### src/hw/rtl/bcd_pkg.sv
`default_nettype none
// ----------------------------------------------------------------------------
// bcd_pkg
// Shared types and constants of the block change detector: word layouts of
// the input and result channels, register indexes and geometry widths.
// ----------------------------------------------------------------------------
package bcd_pkg;

  // Block position counters
  localparam int unsigned POS_BITS = 6;
  // Geometry register width (blocks_wide, blocks_high)
  localparam int unsigned GEO_W    = 7;
  // Width for the last-position compare: holds count + 1 and geometry
  localparam int unsigned CMP_W    = ((POS_BITS > GEO_W) ? POS_BITS : GEO_W) + 1;
  localparam int unsigned SCAN_W   = 3;
  localparam int unsigned THR_W    = 10;
  localparam int unsigned CFG_IDX_W  = 2;
  localparam int unsigned CFG_DATA_W = 10;
  localparam int unsigned FIELD_POS_W = 6;

  // Sample width, row width, groups per row, samples per group
  localparam int unsigned SAMPLE_W   = 8;
  localparam int unsigned ROW_W      = 128;
  localparam int unsigned GROUPS     = 4;
  localparam int unsigned GROUP_SIZE = 4;
  // Signed sum of four differences: -1020 .. 1020
  localparam int unsigned SUM_W      = 11;

  // Configuration register indexes
  localparam logic [CFG_IDX_W-1:0] REG_BLOCKS_WIDE = 2'd0;
  localparam logic [CFG_IDX_W-1:0] REG_BLOCKS_HIGH = 2'd1;
  localparam logic [CFG_IDX_W-1:0] REG_SCAN_LINE   = 2'd2;
  localparam logic [CFG_IDX_W-1:0] REG_CHANGE_THR  = 2'd3;

  // Reset values of the registers
  localparam logic [GEO_W-1:0]  BLOCKS_WIDE_RST = 7'd22;
  localparam logic [GEO_W-1:0]  BLOCKS_HIGH_RST = 7'd18;
  localparam logic [SCAN_W-1:0] SCAN_LINE_RST   = 3'd0;
  localparam logic [THR_W-1:0]  CHANGE_THR_RST  = 10'd24;
  // Scan lines at or above this select lower-neighbor mode
  localparam logic [SCAN_W-1:0] LOWER_MODE_LINE = 3'd4;

  typedef struct packed {
    logic [63:0] cur_top_low;
    logic [63:0] cur_top_high;
    logic [63:0] ref_top_low;
    logic [63:0] ref_top_high;
    logic [63:0] cur_bottom_low;
    logic [63:0] cur_bottom_high;
    logic [63:0] ref_bottom_low;
    logic [63:0] ref_bottom_high;
  } in_word_t;

  typedef struct packed {
    logic                   mark_northwest;
    logic                   mark_north;
    logic                   mark_northeast;
    logic                   mark_west;
    logic                   mark_middle;
    logic                   mark_east;
    logic                   mark_southwest;
    logic                   mark_south;
    logic                   mark_southeast;
    logic [FIELD_POS_W-1:0] block_col;
    logic [FIELD_POS_W-1:0] block_row;
  } out_word_t;

endpackage : bcd_pkg
`default_nettype wire

### src/hw/rtl/bcd_row_cmp.sv
`default_nettype none
// ----------------------------------------------------------------------------
// bcd_row_cmp
// Per-group change flags of one sample row: four groups of four samples,
// |sum(cur - ref)| compared against the change threshold.
// ----------------------------------------------------------------------------
module bcd_row_cmp import bcd_pkg::*; (
  input  wire logic [ROW_W-1:0]  cur_row,
  input  wire logic [ROW_W-1:0]  ref_row,
  input  wire logic [THR_W-1:0]  threshold,
  output logic      [GROUPS-1:0] changed
);

  always_comb begin
    logic signed [SUM_W-1:0] sum;
    logic        [SUM_W-1:0] mag;
    int unsigned             idx;
    for (int g = 0; g < GROUPS; g++) begin
      sum = '0;
      for (int k = 0; k < GROUP_SIZE; k++) begin
        // sample 0 sits in the top byte of the row
        idx = ROW_W - SAMPLE_W * (g * GROUP_SIZE + k + 1);
        sum = sum + $signed({{(SUM_W-SAMPLE_W){1'b0}}, cur_row[idx +: SAMPLE_W]})
                  - $signed({{(SUM_W-SAMPLE_W){1'b0}}, ref_row[idx +: SAMPLE_W]});
      end
      mag = sum[SUM_W-1] ? SUM_W'(-sum) : SUM_W'(sum);
      changed[g] = (mag >= {{(SUM_W-THR_W){1'b0}}, threshold});
    end
  end

endmodule : bcd_row_cmp
`default_nettype wire

### src/hw/rtl/block_change_detector_top.sv
`default_nettype none
// ----------------------------------------------------------------------------
// block_change_detector_top
// Change detection for conditional replenishment: neighbor mark mask and
// position for each macroblock.
// ----------------------------------------------------------------------------
// Usage:
//   Feed one word per 16x16 macroblock in raster order on in_valid/in_ready:
//   16 current and 16 reference luma samples of the scan row and of the row
//   eight lines below. Each word yields exactly one result word on
//   out_valid/out_ready carrying nine neighbor marks and the block column and
//   row from internal counters.
//   Path: the input register takes the word and the result register loads
//   from it once it can advance, with the group sums and compares between
//   them.
//   Throughput: one word per cycle; in_ready follows out_ready through the
//   two stages, so the block keeps taking words while the sink takes results.
//   Stall: when out_ready is low the result register holds, the input
//   register fills and in_ready drops; nothing is lost or repeated.
//   Config: cfg_valid/cfg_ready writes register cfg_index with cfg_data;
//   cfg_ready is always high. Write only while the block is empty.
//   Reset (rst_n low, synchronous): registers return to 22 x 18 blocks,
//   scan line 0, threshold 24; counters go to block 0,0; both stages empty.
// ----------------------------------------------------------------------------
module block_change_detector_top import bcd_pkg::*; (
  input  wire logic                  clk,
  input  wire logic                  rst_n,
  // input words
  input  wire logic                  in_valid,
  output logic                       in_ready,
  input  wire in_word_t              in_data,
  // result words
  output logic                       out_valid,
  input  wire logic                  out_ready,
  output out_word_t                  out_data,
  // register writes
  input  wire logic                  cfg_valid,
  output logic                       cfg_ready,
  input  wire logic [CFG_IDX_W-1:0]  cfg_index,
  input  wire logic [CFG_DATA_W-1:0] cfg_data
);

  // --------------------------------------------------------------------------
  // Configuration registers
  // --------------------------------------------------------------------------
  logic [GEO_W-1:0]  blocks_wide_r;
  logic [GEO_W-1:0]  blocks_high_r;
  logic [SCAN_W-1:0] scan_line_r;
  logic [THR_W-1:0]  change_thr_r;

  assign cfg_ready = 1'b1;

  always_ff @(posedge clk) begin
    if (!rst_n) begin
      blocks_wide_r <= BLOCKS_WIDE_RST;
      blocks_high_r <= BLOCKS_HIGH_RST;
      scan_line_r   <= SCAN_LINE_RST;
      change_thr_r  <= CHANGE_THR_RST;
    end else if (cfg_valid) begin
      unique case (cfg_index)
        REG_BLOCKS_WIDE: blocks_wide_r <= cfg_data[GEO_W-1:0];
        REG_BLOCKS_HIGH: blocks_high_r <= cfg_data[GEO_W-1:0];
        REG_SCAN_LINE:   scan_line_r   <= cfg_data[SCAN_W-1:0];
        REG_CHANGE_THR:  change_thr_r  <= cfg_data[THR_W-1:0];
        default: ;
      endcase
    end
  end

  // --------------------------------------------------------------------------
  // Stage control: input register feeds result register
  // --------------------------------------------------------------------------
  logic     s1_valid_r;
  in_word_t s1_data_r;
  logic     out_valid_r;
  out_word_t out_data_r;
  logic     out_adv;     // result register can load
  logic     s1_fire;     // word moves from input to result register
  logic     in_fire;

  assign out_adv  = !out_valid_r || out_ready;
  assign s1_fire  = s1_valid_r && out_adv;
  assign in_ready = !s1_valid_r || out_adv;
  assign in_fire  = in_valid && in_ready;

  always_ff @(posedge clk) begin
    if (!rst_n) begin
      s1_valid_r <= 1'b0;
    end else if (in_ready) begin
      s1_valid_r <= in_valid;
    end
  end

  // payload: no reset
  always_ff @(posedge clk) begin
    if (in_fire) begin
      s1_data_r <= in_data;
    end
  end

  // --------------------------------------------------------------------------
  // Group compares, top row and bottom row
  // --------------------------------------------------------------------------
  logic [GROUPS-1:0] top_chg;
  logic [GROUPS-1:0] bot_chg;

  bcd_row_cmp u_top_cmp (
    .cur_row   ({s1_data_r.cur_top_low, s1_data_r.cur_top_high}),
    .ref_row   ({s1_data_r.ref_top_low, s1_data_r.ref_top_high}),
    .threshold (change_thr_r),
    .changed   (top_chg)
  );

  bcd_row_cmp u_bot_cmp (
    .cur_row   ({s1_data_r.cur_bottom_low, s1_data_r.cur_bottom_high}),
    .ref_row   ({s1_data_r.ref_bottom_low, s1_data_r.ref_bottom_high}),
    .threshold (change_thr_r),
    .changed   (bot_chg)
  );

  // --------------------------------------------------------------------------
  // Position counters and edge flags
  // --------------------------------------------------------------------------
  logic [POS_BITS-1:0] col_count_r, col_count_nxt;
  logic [POS_BITS-1:0] row_count_r, row_count_nxt;
  logic first_col, first_row, last_col, last_row;

  assign first_col = (col_count_r == '0);
  assign first_row = (row_count_r == '0);
  // last when count + 1 reaches the geometry, or the counter is saturated
  assign last_col  = (CMP_W'(col_count_r) + CMP_W'(1) >= CMP_W'(blocks_wide_r)) ||
                     (col_count_r == '1);
  assign last_row  = (CMP_W'(row_count_r) + CMP_W'(1) >= CMP_W'(blocks_high_r)) ||
                     (row_count_r == '1);

  always_comb begin
    col_count_nxt = col_count_r;
    row_count_nxt = row_count_r;
    if (s1_fire) begin
      if (last_col) begin
        col_count_nxt = '0;
        row_count_nxt = last_row ? '0 : row_count_r + POS_BITS'(1);
      end else begin
        col_count_nxt = col_count_r + POS_BITS'(1);
      end
    end
  end

  always_ff @(posedge clk) begin
    if (!rst_n) begin
      col_count_r <= '0;
      row_count_r <= '0;
    end else begin
      col_count_r <= col_count_nxt;
      row_count_r <= row_count_nxt;
    end
  end

  // --------------------------------------------------------------------------
  // Mark mask
  // --------------------------------------------------------------------------
  out_word_t mark_nxt;
  logic      upper_mode;
  logic      any_top, any_bot;

  assign upper_mode = (scan_line_r < LOWER_MODE_LINE);
  assign any_top    = |top_chg;
  assign any_bot    = |bot_chg;

  always_comb begin
    mark_nxt = '0;
    if (upper_mode) begin
      mark_nxt.mark_northwest = top_chg[0] && !first_col && !first_row;
      mark_nxt.mark_north     = any_top && !first_row;
      mark_nxt.mark_northeast = top_chg[GROUPS-1] && !last_col && !first_row;
    end else begin
      mark_nxt.mark_southwest = bot_chg[0] && !first_col && !last_row;
      mark_nxt.mark_south     = any_bot && !last_row;
      mark_nxt.mark_southeast = bot_chg[GROUPS-1] && !last_col && !last_row;
    end
    mark_nxt.mark_west   = (top_chg[0] || bot_chg[0]) && !first_col;
    mark_nxt.mark_middle = any_top || any_bot;
    mark_nxt.mark_east   = (top_chg[GROUPS-1] || bot_chg[GROUPS-1]) && !last_col;
    mark_nxt.block_col   = FIELD_POS_W'(col_count_r);
    mark_nxt.block_row   = FIELD_POS_W'(row_count_r);
  end

  // --------------------------------------------------------------------------
  // Result register: hold while the sink stalls
  // --------------------------------------------------------------------------
  always_ff @(posedge clk) begin
    if (!rst_n) begin
      out_valid_r <= 1'b0;
    end else if (out_adv) begin
      out_valid_r <= s1_valid_r;
    end
  end

  always_ff @(posedge clk) begin
    if (s1_fire) begin
      out_data_r <= mark_nxt;
    end
  end

  assign out_valid = out_valid_r;
  assign out_data  = out_data_r;

  // --------------------------------------------------------------------------
  // Assertions
  // --------------------------------------------------------------------------
  // any neighbor mark implies this block itself is marked
  a_middle_covers: assert property (@(posedge clk) disable iff (!rst_n)
    out_valid_r |-> (out_data_r.mark_middle ||
      !(out_data_r.mark_northwest || out_data_r.mark_north ||
        out_data_r.mark_northeast || out_data_r.mark_west ||
        out_data_r.mark_east || out_data_r.mark_southwest ||
        out_data_r.mark_south || out_data_r.mark_southeast)))
    else $error("neighbor mark without middle mark");

  // upper and lower neighbor marks never appear together
  a_mode_exclusive: assert property (@(posedge clk) disable iff (!rst_n)
    out_valid_r |-> !((out_data_r.mark_northwest || out_data_r.mark_north ||
                       out_data_r.mark_northeast) &&
                      (out_data_r.mark_southwest || out_data_r.mark_south ||
                       out_data_r.mark_southeast)))
    else $error("upper and lower marks both set");

  // a word waiting in the input register is never dropped
  a_s1_hold: assert property (@(posedge clk) disable iff (!rst_n)
    (s1_valid_r && !out_adv) |=> (s1_valid_r && $stable(s1_data_r)))
    else $error("input register lost a word under stall");

  // column advances by one unless in the last column
  a_col_step: assert property (@(posedge clk) disable iff (!rst_n)
    (s1_fire && !last_col) |=>
      (col_count_r == $past(col_count_r) + POS_BITS'(1)))
    else $error("column counter step wrong");

endmodule : block_change_detector_top
`default_nettype wire

### config.mk
export PLATFORM = sky130hd
export DESIGN_NAME = block_change_detector_top
export DESIGN_NICKNAME = d
export VERILOG_FILES = /design/src/hw/rtl/bcd_pkg.sv /design/src/hw/rtl/bcd_row_cmp.sv /design/src/hw/rtl/block_change_detector_top.sv
export SDC_FILE = /design/constraint.sdc
export NUM_CORES = 1
export LEC_CHECK = 0
export ABC_AREA = 1
export BUFFER_PORTS_ARGS = -buffer_cell sky130_fd_sc_hd__buf_2
export CAP_MARGIN = 15
export CORE_MARGIN = 3
export CORE_UTILIZATION = 50
export DETAILED_ROUTE_END_ITERATION = 7
export PLACE_DENSITY = 0.68
export SKIP_LAST_GASP = 1
export SYNTH_ARGS = -nofsm -noshare
export SYNTH_HDL_FRONTEND = slang
export SYNTH_SLANG_ARGS = --single-unit
### constraint.sdc
create_clock -name clk -period 21.3 [get_ports clk]
set_input_delay 6.39 -clock clk [delete_from_list [all_inputs] [get_ports clk]]
set_output_delay 6.39 -clock clk [all_outputs]
set_load 0.02 [all_outputs]
Word-level counts from Yosys, hierarchy flattened --
Cells that the tools add are included.
Cells by class: add/subtract/negate cells 68, magnitude comparators 11, equal/unequal tests 5, muxes and demuxes 10, reduce and logical (&&, ||, !) cells 37
Operator list (number):
- 11-bit by 9-bit adder with 11-bit output | 24
- 11-bit by 9-bit subtractor with 11-bit output | 24
- 11-bit by 10-bit >= comparator with 1-bit output | 8
- 11-bit 2-to-1 mux | 8
- 11-bit negation | 8
- 8-bit by 8-bit subtractor with 9-bit output | 8
- 6-bit by 1-bit adder with 7-bit output (second input constant) | 2
- 7-bit >= comparator | 2
- 1-bit logical AND | 14
- 6-bit by 1-bit adder with 6-bit output (second input constant) | 2
- 6-bit equality test (second input constant) | 2
- 6-bit zero test | 2
- 6-bit 2-to-1 mux | 2
- 2-bit AND reduction | 5
- 4-bit OR reduction | 2
- 1-bit logical OR | 7
- 1-bit zero test | 6
- 2-bit equality test (second input constant) | 2
- 3-bit < comparator (second input constant) | 1
- 2-bit by 1-bit equality test with 1-bit output (second input constant) | 1
- 2-bit zero test | 1
Storage, ports and cells: register bits 574, bits of input ports 529, output and inout port bits 24, logic and storage cells 158

Longest topological paths before layout --
Gate-level depths: netlist (run 1).
depth after elaboration 12, depth in mapped cells 39

By module --
From an unflattened synthesis (run 1), not the netlist that was laid out.
Second synthesis, totals: cells, all modules 3630, area, all modules 37808.8 sq um
By module, submodules not included:
- block_change_detector_top | times used 1, cells an instance 850, area each 18169.9 sq um, seq. area each 16786.1 sq um
- bcd_row_cmp at u_top_cmp | times used 1, cells an instance 1392, area each 9831.9 sq um, seq. area each 0.0 sq um
- bcd_row_cmp at u_bot_cmp | times used 1, cells an instance 1388, area each 9806.9 sq um, seq. area each 0.0 sq um

Worst setup path before layout (run 1) --
No wires, ideal clock.
path type input -> register, start in out_ready, end reg s1_data_r[0] (netlist name) (enable), arrival time 16.608 ns, data required time 20.442 ns, slack 3.834 ns, cell stages on the path 4, cell sequence inv_1 > nand3_1 > nand2_1 > inv_1
Between the ends: cells in the longest elaborated chain, start to end 3
Ends and longest elaborated chain:
- start: declaration | RTL line block_change_detector_top.sv:34 | input wire logic out_ready,
- 1-bit logical OR | RTL line block_change_detector_top.sv:81 | assign out_adv = !out_valid_r || out_ready;
- 1-bit logical OR | RTL line block_change_detector_top.sv:83 | assign in_ready = !s1_valid_r || out_adv;
- via in_ready | RTL line block_change_detector_top.sv:30 | output logic in_ready,
- 1-bit logical AND | RTL line block_change_detector_top.sv:84 | assign in_fire = in_valid && in_ready;
- via in_fire | RTL line block_change_detector_top.sv:79 | logic in_fire;
- end signal: assignment | RTL line block_change_detector_top.sv:97 | s1_data_r <= in_data;
- end: declaration | RTL line block_change_detector_top.sv:74 | in_word_t s1_data_r;
The timed path passes the listed nets, and every way through them passes these cells. A chain may end at the register's enable or synchronous reset.

Worst setup path after layout (run 1) --
start in out_ready, end out in_ready
Between the ends: cells in the longest elaborated chain, start to end 2
Ends and longest elaborated chain (RTL line):
- 1-bit logical OR | block_change_detector_top.sv:81
- 1-bit logical OR | block_change_detector_top.sv:83
- end: declaration | block_change_detector_top.sv:30
No other way between the ends.

==> flow_summary_export.csv, run 1 <==
group,metric,value,unit
route,wl_per_cell,15.0,µm
floorplanning,dieArea,0.0790,mm²
pwr,cellLeakagePower,21.9,nW
timing,slew_headroom,31.8,%
setup_path,critical_path_arrival,6.84,ns
synthesis,yosysWarnings,0,
timing,worst_pin_slew,1.02,ns
route,detail-route-antenna-nets,0,
timing,rsz0062_at_grt,"false",
route,drt-vias-per-instance,4.68,
timing,hold_viol_final,0,
floorplanning,die_h,281,µm
place,io_buffers,551,
route,first_pass_iters,6,
route,drc,0,
route,vias,24700,
synthesis,synth_top_cell_area_share,42.3,%
setup_path,crit_type,"input pin to primary output",
pwr,irDropWorstVdd,0.000110,V
timing,max_freq,0.0756,GHz
synthesis,synth_edf_count,533,
synthesis,synth_cell_types,47,
synthesis,synth-seq-cells,572,
flow_run,cap_violations,0,
floorplanning,core-area,0.0747,mm²
place,pre_cts_ws,8.08,ns
global_route,track_usage,20.1,%
place,dp_hpwl,63.8,mm
synthesis,postSynthAreaPerCell,10.4,µm²
synthesis,synth_area_leaders,"edfxtp_1, fa_1, inv_1",
cts,clock_latency,0.63,ns
status,status,"completed",
timing,fin_ws,8.07,ns
floorplanning,io_pins,553,
cts,cts-resized-gates,0,
setup_path,cp.required,14.91,ns
synthesis,synthFlopType,"edfxtp_1",
global_route,grt_max_degree,167,
timing,setup_viol,0,
cts,cts-root-buf,"clkbuf_16",
hold_path,hold_path_class,"flop to flop",
cts,cts.repair_timing.setup_buffer_count,0,
cts,htree_levels,2,
synthesis,ys_async_sr_fraction,0,%
setup_path,worstSetupEndpointType,"primary output",
timing,whs,0.467,ns
cells_and_area,instances_no_fill,5276,
global_route,grt_overflow,0,
timing,fin_setup_tns,0,ns
global_route,grt_pass1_vias,24700,
global_route,antenna_found_initial,21,
floorplanning,start_util,50.6,%
cts,clk_pin_slew,0.06,ns
setup_path,cp_max_fo,3,
timing,slew_violations,0,
route,routed_wl,79.1,mm
place,place_congestion,0.828,
cts,cts_tree,"yes",
cells_and_area,fin_nets,5388,
cts,cts_buffers,61,
timing,min_period,13.23,ns
floorplanning,die_x,281,µm
cts,holdBufCountCts,0,
synthesis,yosysTopAreaCell,"edfxtp_1",
place,dp_cells,5147,
synthesis,syn-cell-area,0.0378,mm²
cts,cts_buffer_depth,3,
synthesis,netlist_instances,3628,
global_route,grt_pass1_wl,124,mm
timing,clock_skew,0.0218,ns
floorplanning,rows,100,
pwr,p_total,0.00753,W
setup_path,crit_path_start_kind,"input pin",
synthesis,synth_seq_area_share,44.4,%
cells_and_area,area_growth,16.0,%
pwr,p_per_area,172,mW/mm²
cts,cts_num_sinks,572,
cells_and_area,final_layout_size_suffix_gt1_share,17.8,%
synthesis,synthesis.nets,4775,
timing,fin_crit_sh,62.1,%
route,drt_iter0_drc,1128,
-- worst max-delay path, cell delays in order --
cell	delay (ns)
buf_2	0.10
inv_1	0.06
nand3_1	0.10
buf_2	0.18
-- flip-flops by register name, summed over array words and instances, names as in the netlist --
| name | count |
|---|---|
| row_count_r | 6 |
| s1_valid_r | 1 |
| s1_data_r | 512 |
| blocks_high_r | 7 |
| blocks_wide_r | 7 |
| out_valid | 1 |
| out_data | 21 |
| col_count_r | 6 |
| change_thr_r | 10 |
| scan_line_r | 1 |
-- layout make-up --
type                            count  area [µm²]
Clock inverter                     45         439
Antenna cell                       14        35.0
Inverter                         1029        3870
Multi-Input combinational cell   2022       17100
Sequential cell                   572       16800
Timing Repair Buffer              555        2800
Tap cell                          969        1210
Clock buffer                       70        1560
Fill cell                        6265       30800
-- cells by family (layout without fill, tap and decap cells) --
logic type,after synthesis,in the layout,synth area share [%]
flops,572,572,44.4
simple gates,1068,1068,12.5
xor+xnor,118,118,2.73
other cells,1,15,0.00992
buf+inv,1034,1699,10.3
fa+ha+maj,618,618,26.8
compound gates,217,217,3.25
-- through the flow --
step	util (%)	instance area, µm²
after floorplan	-	37800
after global placement	56.0	41800
after detailed placement	56.0	41800
after CTS	58.7	43800
after global routing	58.7	43800
final	58.7	43800
-- cell usage in the layout (no fill, tap or decap), types with 4 or more instances in the layout --
cell type      n
a21oi_1      123
xor2_1        88
nand2_4        8
nand4_1       36
nand3_1      133
clkbuf_1       9
ha_1         298
clkinv_1      16
clkbuf_16     61
nor2_1       128
a21oi_2       13
o211ai_1       6
nor2_2        29
nand2_2       31
nand3b_1      26
clkinv_4       4
xnor2_1       30
fa_1         320
inv_1       1013
nand2_1      638
a31oi_1        6
clkinvlp_4     4
buf_2        551
nor3_1        12
edfxtp_1     533
o21ai_0       45
a21o_1        12
nand3_2       11
dfxtp_1       39
and2_1         5
inv_2         12
diode_2       14
bufinv_16      7
clkinv_2      10
-- routing by layer --
metal | track usage, % | routed length, µm | up-vias
met1 | 25.8 | 33100 | 11600
met2 | 35.4 | 39800 | 479
met4 | 4.69 | 1460 | 8
met3 | 3.91 | 4720 | 103
li1 | - | - | 12500
met5 | 0 | 45 | -
-- power by group --
group	internal, W	switching (W)
registers	0.00131	0.0000217
logic	0.00202	0.00312
clock network	0.000612	0.000446
-- cell usage after synthesis, types with 2 or more instances --
cell type  number
a21o_1         12
a21oi_1       123
a21oi_2        13
a31oi_1         6
and2_1          5
clkbuf_1        4
dfxtp_1        39
edfxtp_1      533
fa_1          320
ha_1          298
inv_1        1014
inv_2          12
inv_4           2
nand2_1       638
nand2_2        31
nand2_4         8
nand3_1       133
nand3_2        11
nand3b_1       26
nand4_1        36
nor2_1        128
nor2_2         29
nor2_4          2
nor3_1         12
nor3_2          3
o211ai_1        6
o21a_1          2
o21ai_0        45
o21ai_1         2
o21bai_1        2
xnor2_1        30
xor2_1         88
-- worst paths after layout --
| path | start | endpoint | slack, ns | cells past startpoint |
|---|---|---|---|---|
| setup / recovery | out_ready | in_ready | 8.07 | 4 |
| hold reg to reg | blocks_high_r[6] | blocks_high_r[6] | 0.47 | 2 |
| hold / removal | blocks_high_r[6] | blocks_high_r[6] | 0.47 | 2 |
| setup reg to reg | s1_data_r[65] | out_data[16] | 15.19 | 26 |
Note: power is estimated with default switching activity, not from simulation.
==> run 2: changes to the inputs <==
--- a/config.mk
+++ b/config.mk
@@ -5,13 +5,13 @@
 export SDC_FILE = /design/constraint.sdc
 export NUM_CORES = 1
 export LEC_CHECK = 0
-export ABC_AREA = 1
+export ABC_AREA = 0
 export BUFFER_PORTS_ARGS = -buffer_cell sky130_fd_sc_hd__buf_2
 export CAP_MARGIN = 15
 export CORE_MARGIN = 3
 export CORE_UTILIZATION = 50
 export DETAILED_ROUTE_END_ITERATION = 7
-export PLACE_DENSITY = 0.68
+export PLACE_DENSITY = 0.71
 export SKIP_LAST_GASP = 1
 export SYNTH_ARGS = -nofsm -noshare
 export SYNTH_HDL_FRONTEND = slang
==> constraint.sdc (replaced) <==
create_clock -name clk -period 12 [get_ports clk]
set_input_delay 3.6 -clock clk [delete_from_list [all_inputs] [get_ports clk]]
set_output_delay 3.6 -clock clk [all_outputs]
set_load 0.02 [all_outputs]
==> flow_summary_export.csv, run 2 <==
group,metric,value,unit
route,vias,21900,
setup_path,cp.required,8.40,ns
global_route,track_usage,20.5,%
cells_and_area,fin_util,59.5,%
route,routed_wl,75.5,mm
cts,cts-resized-gates,0,
synthesis,synth-seq-cells,572,
cts,clk_pin_slew,0.06,ns
floorplanning,die_h,273,µm
cts,cts_num_sinks,572,
cells_and_area,layout_commonest_cell,"inv_1",
synthesis,synth_area_leaders,"edfxtp_1, fa_1, ha_1",
floorplanning,io_pins,553,
route,wl_per_cell,16.7,µm
place,dp_hpwl,59.4,mm
synthesis,ys_async_sr_fraction,0,%
route,drt-vias-per-instance,4.85,
timing,slew_violations,0,
timing,slew_headroom,10.5,%
global_route,grt_pass1_vias,22900,
cts,clock_latency,0.59,ns
synthesis,synth_common_cells,"inv_1, edfxtp_1, fa_1",
synthesis,yosysTopAreaCell,"edfxtp_1",
synthesis,syn-cell-area,0.0357,mm²
cts,cts_buffer_depth,3,
synthesis,postSynthAreaPerCell,12.4,µm²
timing,worst_pin_slew,1.34,ns
synthesis,synthesis.nets,4027,
timing,rsz0062_at_grt,"false",
route,detail-route-antenna-nets,0,
synthesis,synthFlopType,"edfxtp_1",
route,drc,0,
cells_and_area,seq_area,0.0168,mm²
floorplanning,dieArea,0.0746,mm²
synthesis,synth_cell_types,71,
pwr,p_per_area,300,mW/mm²
global_route,grt_max_degree,185,
route,first_pass_iters,5,
synthesis,netlist_instances,2880,
place,dp_cells,4366,
place,io_buffers,551,
timing,max_freq,0.129,GHz
synthesis,synth_seq_area_share,47.1,%
flow_run,cap_violations,0,
global_route,grt_overflow,0,
global_route,grt_pass1_wl,118,mm
timing,min_period,7.77,ns
setup_path,worstSetupEndpointType,"primary output",
timing,fin_crit_sh,64.7,%
floorplanning,die_x,273,µm
hold_path,hold_path_class,"flop to flop",
floorplanning,rows,97,
cts,cts_buffers,67,
synthesis,synthMostInstantiatedCell,"inv_1",
status,status,"completed",
cts,htree_levels,3,
timing,fin_setup_tns,0,ns
cts,cts_tree,"yes",
synthesis,synth_edf_count,533,
cells_and_area,area_growth,17.5,%
synthesis,yosysWarnings,0,
cells_and_area,multi_input_area,0.0161,mm²
timing,hold_viol_final,0,
cells_and_area,nFillCells,5681,
floorplanning,core-area,0.0704,mm²
cells_and_area,final_layout_size_suffix_gt1_share,19.0,%
cells_and_area,largest_register_ffs,512,
setup_path,critical_path_arrival,4.17,ns
timing,clock_skew,0.0261,ns
floorplanning,start_util,50.7,%
timing,setup_viol,0,
synthesis,synth_top_cell_area_share,44.9,%
place,place_congestion,0.824,
cells_and_area,top_register,"s1_data_r",
cells_and_area,fin_nets,4643,
setup_path,crit_type,"input pin to primary output",
cts,holdBufCountCts,0,
cts,cts.repair_timing.setup_buffer_count,0,
cells_and_area,layout_common_cells,"inv_1, buf_2, edfxtp_1, fa_1, ha_1",
route,drt_iter0_drc,968,
setup_path,crit_path_start_kind,"input pin",
pwr,irDropWorstVdd,0.000181,V
setup_path,cp_max_fo,4,
cts,cts-root-buf,"clkbuf_16",
pwr,cellLeakagePower,19.4,nW
global_route,antenna_found_initial,28,
cells_and_area,instances_no_fill,4513,
run 2: through the flow:
stage                     power (W)  hold WS, ns  instance area [µm²]  setup slack (ns)
final                        0.0126        0.457                41900              4.23
after global routing         0.0139        0.473                41900              4.16
after CTS                    0.0127        0.455                41800              4.24
after detailed placement     0.0106        0.447                39600              4.24
after global placement       0.0104        0.441                39600              4.25
after floorplan             0.00878        0.406                35700              1.40
run 2: cell families (layout without fill, tap and decap cells):
| logic type | after synthesis | after routing | share of synthesized area, % |
|---|---|---|---|
| mux | 15 | 15 | 0.442 |
| xor+xnor | 167 | 167 | 4.21 |
| fa+ha+maj | 618 | 618 | 28.4 |
| compound gates | 358 | 358 | 6.44 |
| flops | 572 | 572 | 47.1 |
| other cells | 1 | 28 | 0.0105 |
| simple gates | 407 | 407 | 5.59 |
| buf+inv | 742 | 1408 | 7.82 |
run 2: path summary, 6_finish.rpt:
check	cells past startpoint	endpoint	slack [ns]	start
worst max-delay path	4	in_ready	4.23	out_ready
worst min-delay path	2	change_thr_r[9]	0.46	change_thr_r[9]
worst max register to register	32	out_data[16]	4.72	s1_data_r[248]
worst min register to register	2	change_thr_r[9]	0.46	change_thr_r[9]
run 2: per-layer routing:
metal | vias to the layer above | wire length (µm) | track usage, %
met3 | 133 | 3900 | 3.88
li1 | 10700 | - | -
met1 | 10600 | 29600 | 24.7
met4 | 6 | 2340 | 7.91
met2 | 466 | 39600 | 36.4
met5 | - | 37 | 0
run 2: critical path, cell delays in order:
cell and delay (ns):
buf_2 0.10, nor2b_1 0.20, nand2_1 0.10, buf_2 0.17
run 2: cell type report:
cell class	instances	share of cell area, %
Tap cell	940	2.81
Antenna cell	27	0.161
Inverter	731	6.55
Clock inverter	34	0.830
Multi-Input combinational cell	1566	38.4
Timing Repair Buffer	558	6.79
Sequential cell	572	40.1
Clock buffer	85	4.37
run 2: where the power goes:
| part | switching (W) | internal (W) | total [W] |
|---|---|---|---|
| logic | 0.00455 | 0.00364 | 0.00819 |
| registers | 0.0000371 | 0.00232 | 0.00235 |
| clock network | 0.000804 | 0.00121 | 0.00201 |
| total | 0.00539 | 0.00717 | 0.0126 |
